[src/design/bhgf_pkg.sv]
// Package for the band hysteresis glitch filter.
// Holds the mode codes, register widths, reset values and register indexes.
// No dependencies.
`timescale 1ns / 1ps

package bhgf_pkg;

  // Default and allowed range of the sample width
  localparam int unsigned SAMPLE_BITS_DEF = 16;
  localparam int unsigned SAMPLE_BITS_MIN = 8;
  localparam int unsigned SAMPLE_BITS_MAX = 32;

  // Configuration registers
  localparam int unsigned HW_W      = 15;  // band_half_width
  localparam int unsigned CNT_W     = 8;   // confirm_count / settle counter
  localparam int unsigned CFG_IDX_W = 1;
  localparam int unsigned CFG_DAT_W = HW_W;

  localparam logic [CFG_IDX_W-1:0] CFG_IDX_HALF_WIDTH = 1'd0;
  localparam logic [CFG_IDX_W-1:0] CFG_IDX_CONFIRM    = 1'd1;

  localparam logic [HW_W-1:0]  HALF_WIDTH_RST = 15'd16;
  localparam logic [CNT_W-1:0] CONFIRM_RST    = 8'd4;

  // Mode codes, also the level_state output encoding
  localparam int unsigned MODE_W = 2;
  localparam logic [MODE_W-1:0] MODE_A = 2'd0;
  localparam logic [MODE_W-1:0] MODE_T = 2'd1;
  localparam logic [MODE_W-1:0] MODE_B = 2'd2;

endpackage

[src/design/bhgf_if.sv]
// Stream interfaces of the band hysteresis glitch filter: sample and result.
// Each carries valid/ready and the beat payload. Depends on bhgf_pkg.
`timescale 1ns / 1ps

interface bhgf_sample_if #(
  parameter int unsigned SAMPLE_BITS = bhgf_pkg::SAMPLE_BITS_DEF
) ();
  logic                          valid;
  logic                          ready;
  logic signed [SAMPLE_BITS-1:0] sample;

  modport source (output valid, output sample, input ready);
  modport sink   (input valid, input sample, output ready);
endinterface

interface bhgf_result_if ();
  logic                          valid;
  logic                          ready;
  logic                          valid_res;
  logic [bhgf_pkg::MODE_W-1:0]   level_state;

  modport source (output valid, output valid_res, output level_state, input ready);
  modport sink   (input valid, input valid_res, input level_state, output ready);
endinterface

[src/design/band_hysteresis_glitch_filter.sv]
// Band hysteresis glitch filter, top level.
// Uses bhgf_pkg and the stream interfaces in bhgf_if.sv.
`timescale 1ns / 1ps

// Usage
// -----
// in_bus  : sample beats (signed, SAMPLE_BITS wide), valid/ready.
// out_bus : one result beat per sample: valid_res (1 = settled on level A
//           or B) and level_state (0 level A, 1 transition, 2 level B).
// cfg_*   : write-only register port. Index 0 band_half_width, index 1
//           confirm_count; a write lands at the clock edge with cfg_we high.
//           Write only while no sample is in flight.
// Pipeline: an accepted sample goes through one input register and then
//           one result register before its result beat is valid.
// Rate    : one sample per cycle unless stalled. The state update is a pair
//           of signed band compares plus an edge add and a counter
//           increment, all done between the input and result registers.
// Stall   : when out_bus.ready is low the result register holds; the input
//           register still takes one more beat if it is empty, then
//           in_bus.ready drops until the result drains.
// Reset   : rst_n low (synchronous) clears both pipeline stages, returns
//           the registers to their defaults (16, 4), sets level A and arms
//           the first-sample seed. Band edges need no reset.
module band_hysteresis_glitch_filter #(
  parameter int unsigned SAMPLE_BITS = bhgf_pkg::SAMPLE_BITS_DEF
) (
  input  logic                              clk,
  input  logic                              rst_n,
  bhgf_sample_if.sink                       in_bus,
  bhgf_result_if.source                     out_bus,
  input  logic                              cfg_we,
  input  logic [bhgf_pkg::CFG_IDX_W-1:0]    cfg_index,
  input  logic [bhgf_pkg::CFG_DAT_W-1:0]    cfg_wdata
);
  import bhgf_pkg::*;

  // Band edges: sample +/- half width never wraps at this width
  localparam int unsigned EDGE_W =
    ((SAMPLE_BITS > 16) ? SAMPLE_BITS : 16) + 1;

  // ---------------- configuration registers ----------------
  logic [HW_W-1:0]  half_width_r;
  logic [CNT_W-1:0] confirm_r;

  always_ff @(posedge clk) begin
    if (!rst_n) begin
      half_width_r <= HALF_WIDTH_RST;
      confirm_r    <= CONFIRM_RST;
    end else if (cfg_we) begin
      unique case (cfg_index)
        CFG_IDX_HALF_WIDTH: half_width_r <= cfg_wdata[HW_W-1:0];
        CFG_IDX_CONFIRM:    confirm_r    <= cfg_wdata[CNT_W-1:0];
        default: ;
      endcase
    end
  end

  // ---------------- pipeline handshake ----------------
  logic                          s1_v_r;
  logic signed [SAMPLE_BITS-1:0] s1_sample_r;
  logic                          out_v_r;
  logic                          out_valid_res_r;
  logic [MODE_W-1:0]             out_state_r;

  logic out_free;   // result register can take a beat
  logic step;       // stage 1 sample is processed this cycle
  logic in_take;

  assign out_free     = !out_v_r || out_bus.ready;
  assign step         = s1_v_r && out_free;
  assign in_bus.ready = !s1_v_r || out_free;
  assign in_take      = in_bus.valid && in_bus.ready;

  // ---------------- filter state ----------------
  logic [MODE_W-1:0]        mode_r, mode_nxt;
  logic [MODE_W-1:0]        prev_r, prev_nxt;
  logic                     first_r, first_nxt;
  logic [CNT_W-1:0]         cnt_r, cnt_nxt;
  logic signed [EDGE_W-1:0] a_up_r, a_lo_r, b_up_r, b_lo_r;

  logic signed [EDGE_W-1:0] s_ext, hw_ext, seed_up, seed_lo;
  logic                     in_a, in_b;
  logic [CNT_W-1:0]         cnt_inc;
  logic                     cnt_hit;
  logic                     seed_a, seed_b;

  assign s_ext   = {{(EDGE_W-SAMPLE_BITS){s1_sample_r[SAMPLE_BITS-1]}}, s1_sample_r};
  assign hw_ext  = {{(EDGE_W-HW_W){1'b0}}, half_width_r};
  assign seed_up = s_ext + hw_ext;
  assign seed_lo = s_ext - hw_ext;

  // strict bands: a sample on an edge is outside
  assign in_a = (s_ext < a_up_r) && (s_ext > a_lo_r);
  assign in_b = (s_ext < b_up_r) && (s_ext > b_lo_r);

  assign cnt_inc = cnt_r + 1'b1;      // wraps, so a confirm of 0 means 256
  assign cnt_hit = (cnt_inc == confirm_r);

  always_comb begin
    mode_nxt  = mode_r;
    prev_nxt  = prev_r;
    first_nxt = first_r;
    cnt_nxt   = cnt_r;
    seed_a    = 1'b0;
    seed_b    = 1'b0;
    unique case (mode_r)
      MODE_A: begin
        if (first_r || in_a) begin
          seed_a    = 1'b1;
          first_nxt = 1'b0;
        end else begin
          seed_b   = 1'b1;
          cnt_nxt  = '0;
          prev_nxt = MODE_A;
          mode_nxt = MODE_T;
        end
      end
      MODE_B: begin
        if (in_b) begin
          seed_b = 1'b1;
        end else begin
          seed_a   = 1'b1;
          cnt_nxt  = '0;
          prev_nxt = MODE_B;
          mode_nxt = MODE_T;
        end
      end
      MODE_T: begin
        if (prev_r == MODE_A) begin
          // candidate B wins when both bands hold the sample
          if (in_b) begin
            seed_b  = 1'b1;
            cnt_nxt = cnt_inc;
            if (cnt_hit) begin
              prev_nxt = MODE_T;
              mode_nxt = MODE_B;
            end
          end else if (in_a) begin
            mode_nxt = MODE_A;
            prev_nxt = MODE_T;
          end
        end else begin
          if (in_a) begin
            seed_a  = 1'b1;
            cnt_nxt = cnt_inc;
            if (cnt_hit) begin
              prev_nxt = MODE_T;
              mode_nxt = MODE_A;
            end
          end else if (in_b) begin
            mode_nxt = prev_r;
            prev_nxt = MODE_T;
          end
        end
      end
      default: begin
        mode_nxt = MODE_A;
      end
    endcase
  end

  // control registers
  always_ff @(posedge clk) begin
    if (!rst_n) begin
      s1_v_r  <= 1'b0;
      out_v_r <= 1'b0;
      mode_r  <= MODE_A;
      prev_r  <= MODE_A;
      first_r <= 1'b1;
      cnt_r   <= '0;
    end else begin
      if (in_bus.ready) begin
        s1_v_r <= in_bus.valid;
      end
      if (out_free) begin
        out_v_r <= s1_v_r;
      end
      if (step) begin
        mode_r  <= mode_nxt;
        prev_r  <= prev_nxt;
        first_r <= first_nxt;
        cnt_r   <= cnt_nxt;
      end
    end
  end

  // payload registers and band edges
  always_ff @(posedge clk) begin
    if (in_take) begin
      s1_sample_r <= in_bus.sample;
    end
    if (step) begin
      out_valid_res_r <= (mode_nxt != MODE_T);
      out_state_r     <= mode_nxt;
    end
    if (step && seed_a) begin
      a_up_r <= seed_up;
      a_lo_r <= seed_lo;
    end
    if (step && seed_b) begin
      b_up_r <= seed_up;
      b_lo_r <= seed_lo;
    end
  end

  assign out_bus.valid       = out_v_r;
  assign out_bus.valid_res   = out_valid_res_r;
  assign out_bus.level_state = out_state_r;

  // ---------------- assertions ----------------
  // in transition the mode to fall back to is always a settled level
  a_prev_settled: assert property (@(posedge clk) disable iff (!rst_n)
    (mode_r == MODE_T) |-> (prev_r == MODE_A || prev_r == MODE_B))
    else $error("transition without a settled previous level");

  // once a result exists, the first-sample seed has been consumed
  a_first_done: assert property (@(posedge clk) disable iff (!rst_n)
    out_v_r |-> !first_r)
    else $error("result issued while first sample still pending");

  // result flag agrees with its state code
  a_res_code: assert property (@(posedge clk) disable iff (!rst_n)
    out_v_r |-> (out_valid_res_r == (out_state_r != MODE_T)))
    else $error("valid_res disagrees with level_state");

  // filter state moves only when a sample is processed
  a_state_hold: assert property (@(posedge clk) disable iff (!rst_n)
    !step |=> ($stable(mode_r) && $stable(cnt_r)))
    else $error("filter state changed without a sample");

endmodule
[src/flat_wrapper.sv]
// flat-port wrapper written by rule: the top's interface ports become plain ports
module band_hysteresis_glitch_filter_flat import bhgf_pkg::*;
#(
  parameter int unsigned SAMPLE_BITS = bhgf_pkg::SAMPLE_BITS_DEF
)
  (clk, rst_n, cfg_we, cfg_index, cfg_wdata, in_bus_valid, in_bus_sample, in_bus_ready, out_bus_valid, out_bus_valid_res, out_bus_level_state, out_bus_ready);
  bhgf_sample_if #(.SAMPLE_BITS(SAMPLE_BITS)) in_bus_i ();
  bhgf_result_if out_bus_i ();
  input  logic clk;
  input  logic rst_n;
  input  logic cfg_we;
  input  logic [bhgf_pkg::CFG_IDX_W-1:0] cfg_index;
  input  logic [bhgf_pkg::CFG_DAT_W-1:0] cfg_wdata;
  input wire logic [$bits(in_bus_i.valid)-1:0] in_bus_valid;
  input wire logic [$bits(in_bus_i.sample)-1:0] in_bus_sample;
  output wire logic [$bits(in_bus_i.ready)-1:0] in_bus_ready;
  output wire logic [$bits(out_bus_i.valid)-1:0] out_bus_valid;
  output wire logic [$bits(out_bus_i.valid_res)-1:0] out_bus_valid_res;
  output wire logic [$bits(out_bus_i.level_state)-1:0] out_bus_level_state;
  input wire logic [$bits(out_bus_i.ready)-1:0] out_bus_ready;
  assign in_bus_i.valid = in_bus_valid;
  assign in_bus_i.sample = in_bus_sample;
  assign in_bus_ready = in_bus_i.ready;
  assign out_bus_valid = out_bus_i.valid;
  assign out_bus_valid_res = out_bus_i.valid_res;
  assign out_bus_level_state = out_bus_i.level_state;
  assign out_bus_i.ready = out_bus_ready;
  band_hysteresis_glitch_filter #(.SAMPLE_BITS(SAMPLE_BITS)) u_core (.clk(clk), .rst_n(rst_n), .in_bus(in_bus_i), .out_bus(out_bus_i), .cfg_we(cfg_we), .cfg_index(cfg_index), .cfg_wdata(cfg_wdata));
endmodule
[config.mk]
export PLATFORM = sky130hd
export DESIGN_NAME = band_hysteresis_glitch_filter_flat
export DESIGN_NICKNAME = d
export VERILOG_FILES = /design/src/design/bhgf_pkg.sv /design/src/design/bhgf_if.sv /design/src/design/band_hysteresis_glitch_filter.sv /design/src/flat_wrapper.sv
export SDC_FILE = /design/constraint.sdc
export NUM_CORES = 1
export LEC_CHECK = 0
export ABC_CLOCK_PERIOD_IN_PS = 5260
export BUFFER_PORTS_ARGS = -buffer_cell sky130_fd_sc_hd__buf_2
export CORE_ASPECT_RATIO = 1.2
export CORE_MARGIN = 2
export CORE_UTILIZATION = 38
export DETAILED_ROUTE_END_ITERATION = 12
export PLACE_DENSITY = 0.64
export SYNTH_ARGS = -nofsm -noshare
export SYNTH_HDL_FRONTEND = slang
export SYNTH_SLANG_ARGS = --single-unit
[constraint.sdc]
create_clock -name clk -period 5.26 [get_ports clk]
set_input_delay 0.263 -clock clk [delete_from_list [all_inputs] [get_ports clk]]
set_output_delay 0.263 -clock clk [all_outputs]
set_load 0.005 [all_outputs]
# Yosys cells after proc, flatten, opt, wreduce, memory -nomap -nowiden
# Cells that the tools add are included.
[classes]
addsub = 3
order_cmp = 4
n_eq_ne = 9
n_mux = 34
bitwise_logic = 1
n_reduce_logical = 19
[op_table]
columns = ["operator", "count"]
rows = [
  ["8-bit two-way mux", 5],
  ["16-bit by 17-bit > comparator with 1-bit output", 2],
  ["16-bit by 17-bit less-than comparator with 1-bit output", 2],
  ["2-bit two-way mux", 17],
  ["8-bit one-hot mux with 3 select lines", 1],
  ["16-bit by 16-bit adder with 17-bit output", 1],
  ["16-bit by 16-bit subtractor with 17-bit output", 1],
  ["2-bit one-hot mux with 3 select lines", 2],
  ["8-bit by 1-bit adder with 8-bit output, second input constant", 1],
  ["8-bit equality test", 1],
  ["1-bit two-way mux", 7],
  ["1-bit logical AND", 6],
  ["3-bit by 1-bit inequality test with 1-bit output, second input constant", 2],
  ["1-bit one-hot mux with 3 select lines", 2],
  ["6-bit AND reduction", 1],
  ["5-bit AND reduction", 1],
  ["2-bit logical NOT", 2],
  ["2-bit inequality test, second input constant", 2],
  ["2-bit AND reduction", 2],
  ["1-bit logical OR", 3],
  ["3-bit by 2-bit inequality test with 1-bit output, second input constant", 1],
  ["3-bit AND reduction", 1],
  ["3-bit nonzero test", 1],
  ["2-bit by 1-bit equality test with 1-bit output, second input constant", 1],
  ["4 further kinds", 5],
]
[word_totals]
reg_bits = 125
in_bits = 37
out_inout_bits = 5
word_cells = 85

# Logic depth before layout (Yosys ltp)
# Gate-level depths: netlist of run 1.
[depth]
depth_word = 7
mapped_depth = 12
mapped_depth_nobuf = 12

# Worst setup path after synthesis of run 1
# No wires, ideal clock.
[synth_path]
path_type = "flip-flop to flip-flop"
from = "register u_core.s1_sample_r[15]"
to = "register u_core.a_lo_r[0], enable pin"
setup_time_ns = 0.484
t_arrival_ns = 4.677
required_time_ns = 4.776
setup_slack_ns = 0.099
path_stages_with_launch = 11
path_buffers = 0
synth_period_minus_slack_ns = 5.161
cell_sequence = "edfxtp_1 ha_1 and4_1 nand4_1 nor3b_1 a211oi_2 o21bai_4 nand2_2 or2b_1 nand2_1 a311oi_1"
[synth_between]
elab_chain_cells = 6
word_cells_on_any_way = 13
classes_between = "4 x order compare; 5 x mux; 4 x reduce/logical"
[synth_lines]
columns = ["element", "line_no", "text"]
rows = [
  ["from (decl)", "band_hysteresis_glitch_filter.sv:60", "logic signed [SAMPLE_BITS-1:0] s1_sample_r;"],
  ["from (signal assigned)", "band_hysteresis_glitch_filter.sv:190", "s1_sample_r <= in_bus.sample;"],
  ["16-bit by 17-bit less-than comparator with 1-bit output or 16-bit by 17-bit > comparator with 1-bit output (tied branches)", "band_hysteresis_glitch_filter.sv:93", "assign in_a = (s_ext < a_up_r) && (s_ext > a_lo_r);"],
  ["1-bit logical AND", "band_hysteresis_glitch_filter.sv:93", ""],
  ["1-bit two-way mux or 1-bit logical OR (tied branches)", "band_hysteresis_glitch_filter.sv:143, band_hysteresis_glitch_filter.sv:108", ""],
  ["1-bit two-way mux, on equally long branches", "band_hysteresis_glitch_filter.sv:129, band_hysteresis_glitch_filter.sv:108", ""],
  ["1-bit one-hot mux with 3 select lines *", "band_hysteresis_glitch_filter.sv:106", "unique case (mode_r)"],
  ["1-bit logical AND *", "band_hysteresis_glitch_filter.sv:196", "if (step && seed_a) begin"],
  ["to (signal assigned)", "band_hysteresis_glitch_filter.sv:198", "a_lo_r <= seed_lo;"],
  ["to (decl)", "band_hysteresis_glitch_filter.sv:79", "logic signed [EDGE_W-1:0] a_up_r, a_lo_r, b_up_r, b_lo_r;"],
]
# Every way passes the cells marked *; elsewhere a longest branch is shown, timed or not.
# A chain may end at the register's enable or synchronous reset.

# Final worst setup path of run 1
[layout_path]
from = "register u_core.s1_sample_r[15]"
to = "register u_core.a_up_r[2], enable pin"
[layout_between]
elab_chain_cells = 6
word_cells_on_any_way = 13
classes_between = "4 x order compare; 5 x mux; 4 x reduce/logical"
[layout_lines]
columns = ["element", "line_no", "text"]
rows = [
  ["16-bit by 17-bit less-than comparator with 1-bit output or 16-bit by 17-bit > comparator with 1-bit output (tied branches)", "band_hysteresis_glitch_filter.sv:93", ""],
  ["1-bit logical AND", "band_hysteresis_glitch_filter.sv:93", ""],
  ["1-bit two-way mux or 1-bit logical OR (tied branches)", "band_hysteresis_glitch_filter.sv:143, band_hysteresis_glitch_filter.sv:108", ""],
  ["1-bit two-way mux, on equally long branches", "band_hysteresis_glitch_filter.sv:129, band_hysteresis_glitch_filter.sv:108", ""],
  ["1-bit one-hot mux with 3 select lines *", "band_hysteresis_glitch_filter.sv:106", ""],
  ["1-bit logical AND *", "band_hysteresis_glitch_filter.sv:196", ""],
  ["to (signal assigned)", "band_hysteresis_glitch_filter.sv:197", "a_up_r <= seed_up;"],
  ["to (decl)", "band_hysteresis_glitch_filter.sv:79", ""],
]
# Marks and branches as above.

==> impl_metrics.yaml, run 1 <==
sta:
  setup_viol: 0
  drv_slew: 0
  max_freq_mhz: 252
  slew_headroom_pct: 27.5
  skew_ps: 7.64
  rsz0062_at_grt: "no"
  min_period_ps: 3960
  period_share_pct: 75.3
  setup_tns_ps: 0
  finalHoldViolations: 0
  worst_pin_slew_ps: 1090
place:
  dp.cells: 1080
  hpwl_microns: 14000
  gp_congestion: 0.904
  port_buffers: 41
pwr:
  power.total_w: 0.00264
  p_leak_nw: 3.74
  power_density_nw_per_um2: 295
  vdd_drop_max_mv: 0.231
routing:
  vias_per_cell: 5.28
  drt_drc_violations_left: 0
  finalWirelength_microns: 18400
  first_pass_iters: 5
  drt.antenna.violating_nets: 0
  vias: 5884
  drt-initial-drc-count: 405
  wl_per_cell_microns: 16.5
yosys:
  syn_inst: 796
  synth_edf_count: 85
  synth_area_per_cell_sq_um: 9.95
  yosysTopAreaCellShare_pct: 32.2
  synth_flop_cell: "edfxtp_1"
  ys_warn_count: 0
  netlist_top_cells_area: "edfxtp_1 (32%), ha_1 (16%), dfxtp_1 (9.6%), inv_1 (5.4%), nand2_1 (3.0%)"
  ys_seq_area_share_pct: 41.8
  async_reset_ff_share_pct: 0
  syn_nets: 936
  netlist_area_sq_um: 7920
  synth_seq_cells: 123
  synth_top_cell_by_area: "edfxtp_1"
  synth_cell_types: 77
final_layout:
  layout_commonest_cell: "inv_1"
  final_core_util_pct: 44.1
  syn_to_final_growth_pct: 13.1
  nNetsFinal: 977
  stdcell_count: 1115
  num_antenna_cells: 0
  nFillCells: 1944
  final_cell_mix: "inv_1 (114), ha_1 (101), edfxtp_1 (85)"
  drive_gt1_share_pct: 11.3
grt:
  grt_usage_pct: 17.5
  grt_antenna_before_repair: 0
  grt_max_degree: 55
  grt_overflow_total: 0
  grt_pass1_vias: 5729
  grt_pass1_wl_microns: 29300
setup_path:
  end_kind: "flip-flop"
  path_max_fanout: 18
  cp_slowest_stage_delay_ps: 860
  cp_slowest_cell: "a311oi_4"
  cp_data_required_time_ps: 5360
  critPathKind: "reg2reg"
  startpoint_type: "flip-flop"
  worstPathArrival_ps: 4070
  crit_chain: "ha_1, and4_1, nand4_1, nor3b_1, a211oi_2, o21bai_4, nand2_2, or2b_1, nand2_1, a311oi_4, buf_4"
cts:
  cts_buffer_depth: 2
  cts_made_buffers: 17
  clkTransAtPathRegs_ps: 50
  cts_tree: "built"
  cts_sinks: 123
  htreeDepth: 4
  cts_root_buf: "clkbuf_16"
  clk_latency_ps: 420
status:
  status: "completed"
die:
  rows: 57
  die_x_microns: 136
  die_h_microns: 162
  io_pins: 42
  dieArea_sq_um: 22000
  core_sq_um: 20300
  start_util_pct: 39.0
job:
  maxCapViolCount: 0
worst_hold_path:
  worstHoldPathType: "in2reg"
-- kinds of logic after synthesis --
group           share of synthesized area, %
compound gates                          16.8
xor+xnor                                3.76
fa+ha+maj                               16.5
buf+inv                                 7.32
flops                                   41.8
mux                                    0.142
simple gates                            13.7
-- flip-flops by register name, summed over array words and instances (netlist names) --
name and flops:
u_core.b_lo_r 17, u_core.mode_r 2, u_core.confirm_r 8, u_core.prev_r 2, u_core.a_up_r 16, u_core.s1_sample_r 16
u_core.b_up_r 16, u_core.first_r 1, u_core.a_lo_r 17, u_core.s1_v_r 1, u_core.out_bus.level_state 2, u_core.half_width_r 15
u_core.out_bus.valid 1, u_core.cnt_r 8, u_core.out_bus.valid_res 1
-- power breakdown --
group          total (W)  internal (W)  switching (W)
Combinational   0.000393      0.000152       0.000241
Clock            0.00111      0.000693       0.000418
Sequential       0.00114       0.00111      0.0000312
-- final cells by class --
type | instances | area, sq um | share of cell area, %
clock buffer | 27 | 536 | 5.98
inverter | 114 | 428 | 4.78
multi-input combinational | 533 | 4040 | 45.1
tap | 265 | 332 | 3.70
timing repair buffer | 48 | 278 | 3.10
sequential | 123 | 3310 | 37.0
clock inverter | 5 | 28.8 | 0.321
-- metal layers --
metal / routed length [microns] / track usage, % / vias up
met1: 8160 / 21.5 / 2786
met3: 821 / 3.56 / 33
met2: 8880 / 29.8 / 129
li1: - / - / 2936
met5: 0 / 0 / -
met4: 511 / 7.15 / 0
-- synthesized netlist by cell type (3+ instances only) --
cell,count
a2111oi_0,5
a211oi_1,12
a21boi_0,25
a21o_1,4
a21oi_1,35
a31oi_1,5
and2_1,4
and3_1,9
buf_2,4
clkbuf_1,16
clkbuf_8,3
dfxtp_1,38
edfxtp_1,85
ha_1,101
inv_1,114
nand2_1,64
nand2b_1,6
nand3_1,38
nand4_1,10
nand4b_1,3
nor2_1,36
nor2b_1,13
nor3_1,6
nor3b_1,3
nor4_1,3
o2111ai_1,9
o211ai_1,4
o21a_1,7
o21ai_0,24
o21bai_1,5
o22ai_1,4
o311ai_0,4
o31ai_1,5
or3_1,4
or4_1,3
xnor2_1,19
xor2_1,15
-- path summary, 6_finish.rpt --
path                                              from                    end  slack, ps  cells past startpoint
worst min register to register     u_core.confirm_r[1]    u_core.confirm_r[1]        480                      2
worst max-delay path            u_core.s1_sample_r[15]       u_core.a_up_r[2]       1300                     11
worst min-delay path                  in_bus_sample[0]  u_core.s1_sample_r[0]         10                      1
worst max register to register  u_core.s1_sample_r[15]       u_core.a_up_r[2]       1300                     11
-- critical path, delay by kind of cell (launching register included) --
| family | cells | cell delay [ps] |
|---|---|---|
| AOI/OAI and AO/OA | 3 | 1280 |
| adders and majority gates | 1 | 420 |
| buffers and inverters | 1 | 420 |
| DFF | 1 | 580 |
| and+or+nand+nor | 6 | 920 |
-- what timing repair did --
action / in CTS / in global routing
buffers inserted: 0 / 0
resized for setup: 0 / 0
hold endpoints to repair: 3 / 0
hold buffers: 3 / 0
-- metrics by stage --
stage	worst slack [ps]	hold slack (ps)	cell area, sq um
after global placement	1400	441	8360
after global routing	1010	5.00	8960
after floorplan	99.3	362	7920
final	1300	13.8	8960
after detailed placement	1310	441	8360
after CTS	1280	1.02	8960
Power figures use the tool's default switching activity.
==> inputs of run 2 (changes only) <==
--- a/config.mk
+++ b/config.mk
@@ -5,7 +5,8 @@
 export SDC_FILE = /design/constraint.sdc
 export NUM_CORES = 1
 export LEC_CHECK = 0
-export ABC_CLOCK_PERIOD_IN_PS = 5260
+export ABC_AREA = 1
+export ABC_CLOCK_PERIOD_IN_PS = 3430
 export BUFFER_PORTS_ARGS = -buffer_cell sky130_fd_sc_hd__buf_2
 export CORE_ASPECT_RATIO = 1.2
 export CORE_MARGIN = 2
==> constraint.sdc (replaced) <==
create_clock -name clk -period 3.43 [get_ports clk]
set_input_delay 0.1715 -clock clk [delete_from_list [all_inputs] [get_ports clk]]
set_output_delay 0.1715 -clock clk [all_outputs]
set_load 0.005 [all_outputs]
==> impl_metrics.yaml, run 2 <==
pwr:
  p_int_w: 0.00306
  seqPwrFrac_pct: 41.8
  p_leak_nw: 4.35
  swShare_pct: 28.4
  power_switching_w: 0.00121
  clkPwrFrac_pct: 40.4
  comb_power_share_pct: 17.8
  power_density_nw_per_um2: 468
  vdd_drop_max_mv: 0.375
die:
  die_h_microns: 161
  io_pins: 42
  dieArea_sq_um: 21800
  die_x_microns: 135
  start_util_pct: 38.7
  core_sq_um: 20300
  rows: 57
final_layout:
  reg_top3: "u_core.a_lo_r (17), u_core.b_lo_r (17)"
  final_area_sq_um: 9130
  num_antenna_cells: 0
  nNetsFinal: 1130
  drive_gt1_share_pct: 9.47
  syn_to_final_growth_pct: 16.5
  layout_commonest_cell: "inv_1"
  nFillCells: 2001
  final_cell_mix: "inv_1 (174), nand2_1 (173), ha_1 (101)"
routing:
  drt.antenna.violating_nets: 0
  first_pass_iters: 5
  finalWirelength_microns: 18300
  wl_per_cell_microns: 14.5
  drt-initial-drc-count: 409
  drt_drc_violations_left: 0
  vias: 6125
  vias_per_cell: 4.83
place:
  place_ws_ps: 119
  hpwl_microns: 13700
  port_buffers: 41
  gp_congestion: 0.866
  placed_cell_area_sq_um: 8350
status:
  status: "completed"
cts:
  cts_tree: "built"
  htreeDepth: 4
  cts_buffer_depth: 2
  clk_latency_ps: 430
  cts_root_buf: "clkbuf_16"
  cts_sinks: 123
  cts_made_buffers: 17
  clkTransAtPathRegs_ps: 60
grt:
  grt_antenna_before_repair: 0
  grt_usage_pct: 17.6
  grt_overflow_total: 0
  grt_pass1_vias: 6081
  grt_max_degree: 35
  grt_pass1_wl_microns: 29400
sta:
  setup_tns_ps: 0
  min_period_ps: 3090
  worst_pin_slew_ps: 1020
  finalHoldViolations: 0
  skew_ps: 8.58
  rsz0062_at_grt: "no"
  max_freq_mhz: 324
  drv_slew: 0
  setup_ws_ps: 342
  setup_viol: 0
  slew_headroom_pct: 31.8
  period_share_pct: 90.0
yosys:
  syn_inst: 923
  async_reset_ff_share_pct: 0
  yosysTopAreaCellShare_pct: 32.6
  syn_nets: 1063
  synth_seq_cells: 123
  yosys-top-cells-count: "inv_1 (174), nand2_1 (173), ha_1 (101)"
  netlist_area_sq_um: 7840
  synth_edf_count: 85
  synth_flop_cell: "edfxtp_1"
  ys_warn_count: 0
  synth_cell_types: 41
  netlist_top_cells_area: "edfxtp_1 (33%), ha_1 (16%), dfxtp_1 (9.7%), inv_1 (8.3%), nand2_1 (8.3%)"
  ys_seq_area_share_pct: 42.3
  synth_area_per_cell_sq_um: 8.49
  yosysMostFrequentCell: "inv_1"
  synth_top_cell_by_area: "edfxtp_1"
setup_path:
  cp_slowest_cell: "edfxtp_1"
  worstPathArrival_ps: 3250
  worstRegToRegCells: 11
  end_kind: "flip-flop"
  cp_slowest_stage_delay_ps: 530
  cp_data_required_time_ps: 3590
  critPathKind: "reg2reg"
  r2r_slack_ps: 340
  path_max_fanout: 7
  rr_startpoint: "u_core.s1_sample_r[1]"
  startpoint_type: "flip-flop"
  crit_chain: "inv_1, fa_1, o31ai_1, nand3_1, nand2_1, nand2_1, nand2_1, a21oi_1, o21ai_0, a21oi_1, xor2_1"
  cp_top_family: "compound AO/OA/AOI/OAI gates"
  r2r-end: "u_core.b_up_r[12]"
  cp_common_cell: "nand2_1"
  cp_num_buf_inv: 1
worst_hold_path:
  holdPathStages: 3
  min-delay-start: "cfg_wdata[5]"
  worstHoldEndpoint: "u_core.confirm_r[5]"
  worstHoldPathType: "in2reg"
job:
  maxCapViolCount: 0
run 2: cell count changes after synthesis, sizes merged, moves of 12 or more:
cell	previous run	this run
xor2	15	27
nor2	36	84
a21boi	26	3
a21oi	36	71
o21ai	29	51
a211oi	13	1
xnor2	19	3
nand2	66	182
nor2b	13	0
inv	114	176
run 2: how the worst max path moves through the flow:
stage / start / to / cells past startpoint
2_1_floorplan: u_core.s1_sample_r[15] / u_core.b_lo_r[0] / 11
3_3_place_gp: u_core.s1_sample_r[12] / u_core.a_up_r[7] / 12
3_5_place_dp: u_core.s1_sample_r[12] / u_core.a_up_r[6] / 12
4_1_cts: u_core.s1_sample_r[12] / u_core.a_up_r[7] / 12
5_1_grt: u_core.s1_sample_r[1] / u_core.b_up_r[12] / 11
6_report: u_core.s1_sample_r[1] / u_core.b_up_r[12] / 11
run 2: area by class of cell:
cell class	count	area, sq um	share of cell area, %
multi-input cells	610	3840	42.0
flip-flops and latches	123	3310	36.3
inverters	176	661	7.24
clock buffers	19	433	4.74
repair buffers	62	425	4.66
well taps	265	332	3.63
clock inverters	13	128	1.40
run 2: metal layers:
layer	share of wire (%)	global-route usage [%]	vias up
met3	3.0	3.01	27
met5	0	0	-
li1	-	-	3148
met4	2.4	7.62	0
met1	44	21.1	2846
met2	50	30.8	104
run 2: kinds of logic after synthesis:
logic type	count (synthesis)	synth area share [%]
XOR/XNOR	30	3.35
AO/OA/AOI/OAI	151	10.6
flip-flops	123	42.3
AND/OR/NAND/NOR	325	17.9
adder cells (fa/ha/maj)	103	16.6
buffers and inverters	191	9.29
run 2: worst register-to-register path: cells and delay by family (launching register included):
family	cells	cell delay [ps]
compound gates	4	1020
flops	1	530
fa+ha+maj	1	490
simple gates	4	450
xor+xnor	1	170
buf+inv	1	160
run 2: what timing repair did:
action	4_1_cts	5_1_grt
endpoints found under the hold margin	20	0
buffers inserted	0	0
resized for setup	0	2
hold buffers	20	0
setup endpoints to repair	0	33
run 2: through the flow:
stage | hold slack [ps] | util, % | instances | total power, W
6_report | 12.2 | 45.1 | 1268 | 0.00427
3_3_place_gp | 348 | 41.2 | 1215 | 0.00253
3_5_place_dp | 350 | 41.2 | 1215 | 0.00255
4_1_cts | 2.25 | 45.0 | 1267 | 0.00429
5_1_grt | 43.4 | 45.1 | 1268 | 0.00447
2_1_floorplan | 270 | - | 923 | 0.00233
run 2: power groups by stage:
stage | clock, W | sequential, W | combinational [W]
floorplan | 0 | 0.00180 | 0.000528
finish | 0.00173 | 0.00179 | 0.000760
global placement | 0 | 0.00181 | 0.000719
CTS | 0.00175 | 0.00179 | 0.000754
detailed placement | 0 | 0.00182 | 0.000730
global route | 0.00181 | 0.00180 | 0.000867
